==> config.mk <==
export PLATFORM = sky130hd
export DESIGN_NAME = tpq_ram
export DESIGN_NICKNAME = d
export VERILOG_FILES = /design/src/rtl/core/tpq_ram.sv
export SDC_FILE = /design/constraint.sdc
export NUM_CORES = 1
export LEC_CHECK = 0
export BUFFER_PORTS_ARGS = -buffer_cell sky130_fd_sc_hd__buf_4
export CAP_MARGIN = 20
export CORE_MARGIN = 3
export CORE_UTILIZATION = 45
export DETAILED_ROUTE_END_ITERATION = 16
export GPL_TIMING_DRIVEN = 0
export PLACE_DENSITY = 0.64
export SYNTH_ARGS = -nofsm -noshare
export SYNTH_HDL_FRONTEND = slang
export SYNTH_SLANG_ARGS = --single-unit
==> constraint.sdc <==
create_clock -name clock -period 4.6 [get_ports clock]
set_clock_uncertainty 0.15 [all_clocks]
set_input_delay 0.92 -clock clock [delete_from_list [all_inputs] [get_ports clock]]
set_output_delay 0.92 -clock clock [all_outputs]
set_load 0.005 [all_outputs]
==> src/rtl/core/tpq_ram.sv <==
// ----------------------------------------------------------------------------
// tpq_ram
// Generic simple dual-port RAM: one write port, one read port, registered read.
// ----------------------------------------------------------------------------
module tpq_ram #(
   parameter int WIDTH = 8,
   parameter int DEPTH = 16
) (
   input  logic                     clock,
   input  logic                     wr_en,
   input  logic [$clog2(DEPTH)-1:0] wr_addr,
   input  logic [WIDTH-1:0]         wr_data,
   input  logic [$clog2(DEPTH)-1:0] rd_addr,
   output logic [WIDTH-1:0]         rd_data
);

   logic [WIDTH-1:0] mem [DEPTH];
   logic [WIDTH-1:0] rd_data_ff;

   always_ff @(posedge clock) begin
      if (wr_en) begin
         mem[wr_addr] <= wr_data;
      end
      rd_data_ff <= mem[rd_addr];
   end

   assign rd_data = rd_data_ff;

endmodule

==> impl_results.md <==
- Setup TNS: 0 ps
- Final GP Congestion: 0.7364
- Startpoint Class: input port
- PD cells: between 400 and 500 nW/µm²
- Layout cells sized above 1: 0.2976
- Critical path class: in -> reg
- Sequential power share: 0.469
- All-layer global routing usage: 0.1646
- Clk buf depth: 2
- Post-DRT Antenna Nets: 0
- Fillers: 855
- Pin count of the biggest net entering global routing: 17
- Combinational Power Share: 0.047
- Port bufs: 24
- Yosys warns: 0
- Worst Path Max Fanout: 8
- CTS H-Tree Depth: 4
- Syn Area/Cell: ~22 µm²
- Post-Synthesis Cells: roughly 230
- Relative slew slack: 0.4512
- Worst Path Required: 4490 ps
- GRT overflow: 0
- Die width: 113.0 µm
- Sequential area share after synthesis: 0.7778
- Top post-synthesis cells by count: 128 x edfxtp_1, 18 x mux4_2, 16 x a22oi_1
- Vias: 2391
- Max Slew Vio Count: 0
- Num CTS Buffers: 17
- DIE HEIGHT: 113.0 µm
- Area occupied by multi-input gates: 1057 µm²
- Mapped Nets: 247
- Core Box Area: 11030 µm²
- DP HPWL: 6.076 mm
- Static Leak: about 2.1 nW
- Die Area: 12760 µm²
- First-pass GRT wire length: roughly 15 mm
- Min Tclk post-route: 2361 ps
- Slew @ Worst Pin: 820.2 ps
- Reg area: 4004 µm²
- Top-area cell type share of the netlist area: 0.7467
- Status: finished clean
- IO Pins: 26
- Reg clk slew, reported paths: 50 ps
- Via density per instance: 5.573
- TritonRoute pass-1 iters: 4
- Final wirelength: 9.691 mm
- Clock power frac: 0.484
- Vias in the first global route: approximately 2.4k
- Sw Pwr: 0.5649 mW
- Hold Path Class: reg -> reg
- Post-CTS Hold Buffers: 0
- Most area-hungry cell type in the Yosys netlist: edfxtp_1
- Synth-to-layout area growth: 19.76%
- Max-Cap Viols: 0
- Net Sw Frac: 0.1902
- CTS tree: yes
- Yosys cell types: 19
- RSZ-0062 raised after global routing: no
- CP arrival: 2250 ps
- Largest cells by area after synthesis: edfxtp_1 75%, mux4_2 7.9%, mux4_1 7.1%, dfxtp_1 3.1%, a22oi_1 2.3%
- Drt drc: 0
- ANT cells: 0
- Setup bufs post-CTS: 0
- Worst Setup Slack, final: between 2000 and 2500 ps
- Fin nets: around 290
- Max Fclk: 423.5 MHz
- Clock root buffer master: clkbuf_16
- Place WS: roughly 1800 ps
- Critical path endpoint category: flop
- FF+latch count, synth: about 140
- Most used DFF post-synth: edfxtp_1
- Count leader, synth: edfxtp_1
- Mapped Area: between 5000 and 6000 µm²
- Clock Latency Late Sink: 410 ps
- Worst vdd ir: 219.9 µV
- Total power: 2.969 mW
- Internal: ~2.4 mW
- DR iter-0 viols: 146
- Initial antenna violation count: 0
- Period utilisation layout: 0.5133
- WL per Instance: 22.59 µm
- EDFF count, synth: 128
- Setup violators final: 0
- Post-CTS resize count: 0
- Hold Vio Cnt, Final: 0
- Initial Util: 0.4667
- Synth async-reset ratio: 0
- Clock sink count: 136
- # rows: 38
[power by group through the flow]
| stage | registers [mW] | logic (mW) | clock network, mW |
|---|---|---|---|
| final | 1.39 | 0.140 | 1.44 |
| after global routing | 1.39 | 0.151 | 1.51 |
| after CTS | 1.39 | 0.142 | 1.46 |
| after detailed placement | 1.42 | 0.141 | 0 |
| after global placement | 1.42 | 0.138 | 0 |
| after floorplan | 1.42 | 0.0703 | 0 |
[layout make-up]
cell class,count,share of cell area
buffer,10,0.01400
sequential,136,0.6495
multi-input combinational,83,0.1715
clock inverter,14,0.03329
tap,140,0.02841
timing repair buffer,28,0.03369
clock buffer,18,0.06962
[per-layer routing]
layer / share of wire / vias to the layer above / track usage / wire length (µm)
li1: - / 1071 / - / -
met3: 0.055 / 16 / 0.04706 / 537
met1: 0.44 / 1223 / 0.2233 / 4219
met2: 0.48 / 81 / 0.2449 / 4663
met5: 0 / - / 0 / 0
met4: 0.028 / 0 / 0.08494 / 269
[stage by stage]
stage	utilization	instance area, µm²	std cells	hold WS [ps]
global placement	0.4989	5503	393	516.3
floorplan	-	5147	229	479.3
detailed placement	0.5014	5530	397	525.8
finish	0.5589	6165	429	533.9
global route	0.5589	6165	429	556.6
CTS	0.5589	6165	429	538.2
[worst max-delay path, cell delays in order]
cell and delay (ps):
buf_4 120, or3b_2 540, nor2_1 660
[state kept, by name (all words and copies together), names as in the netlist]
name and flops:
mem 128, rd_data 8
[cell usage in the layout (no fill, tap or decap)]
cell type	netlist	layout
or3b_2	1	1
and2b_1	1	1
a22oi_1	16	16
nor3_1	4	4
edfxtp_1	128	128
nor2_1	13	13
nor2b_1	1	1
clkbuf_16	0	17
buf_6	3	3
nand2_1	9	9
clkinv_1	0	2
clkdlybuf4s25_2	3	3
clkinv_2	0	3
nand2b_1	2	2
nand3_1	1	1
buf_4	1	28
clkinvlp_4	0	2
nand3b_1	2	2
mux4_2	18	18
and2_1	1	1
clkbuf_1	0	1
buf_2	3	4
bufinv_16	0	5
clkinv_4	0	2
dfxtp_1	8	8
mux4_1	14	14
[worst paths after layout]
kind / start / to / slack (ps) / cells after the start
min: mem[8][2] / rd_data[2] / 530 / 3
max reg2reg: mem[6][7] / rd_data[7] / 2990 / 3
max: wr_addr[2] / mem[1][7] / 2240 / 3
min reg2reg: mem[8][2] / rd_data[2] / 530 / 3
[cell families after synthesis]
kind of cell,Yosys count,share of synthesized area
flops,136,0.7778
compound gates,16,0.02334
buf+inv,10,0.01677
mux,32,0.1502
simple gates,35,0.03184
No activity file was read; power rests on OpenSTA's default activity.
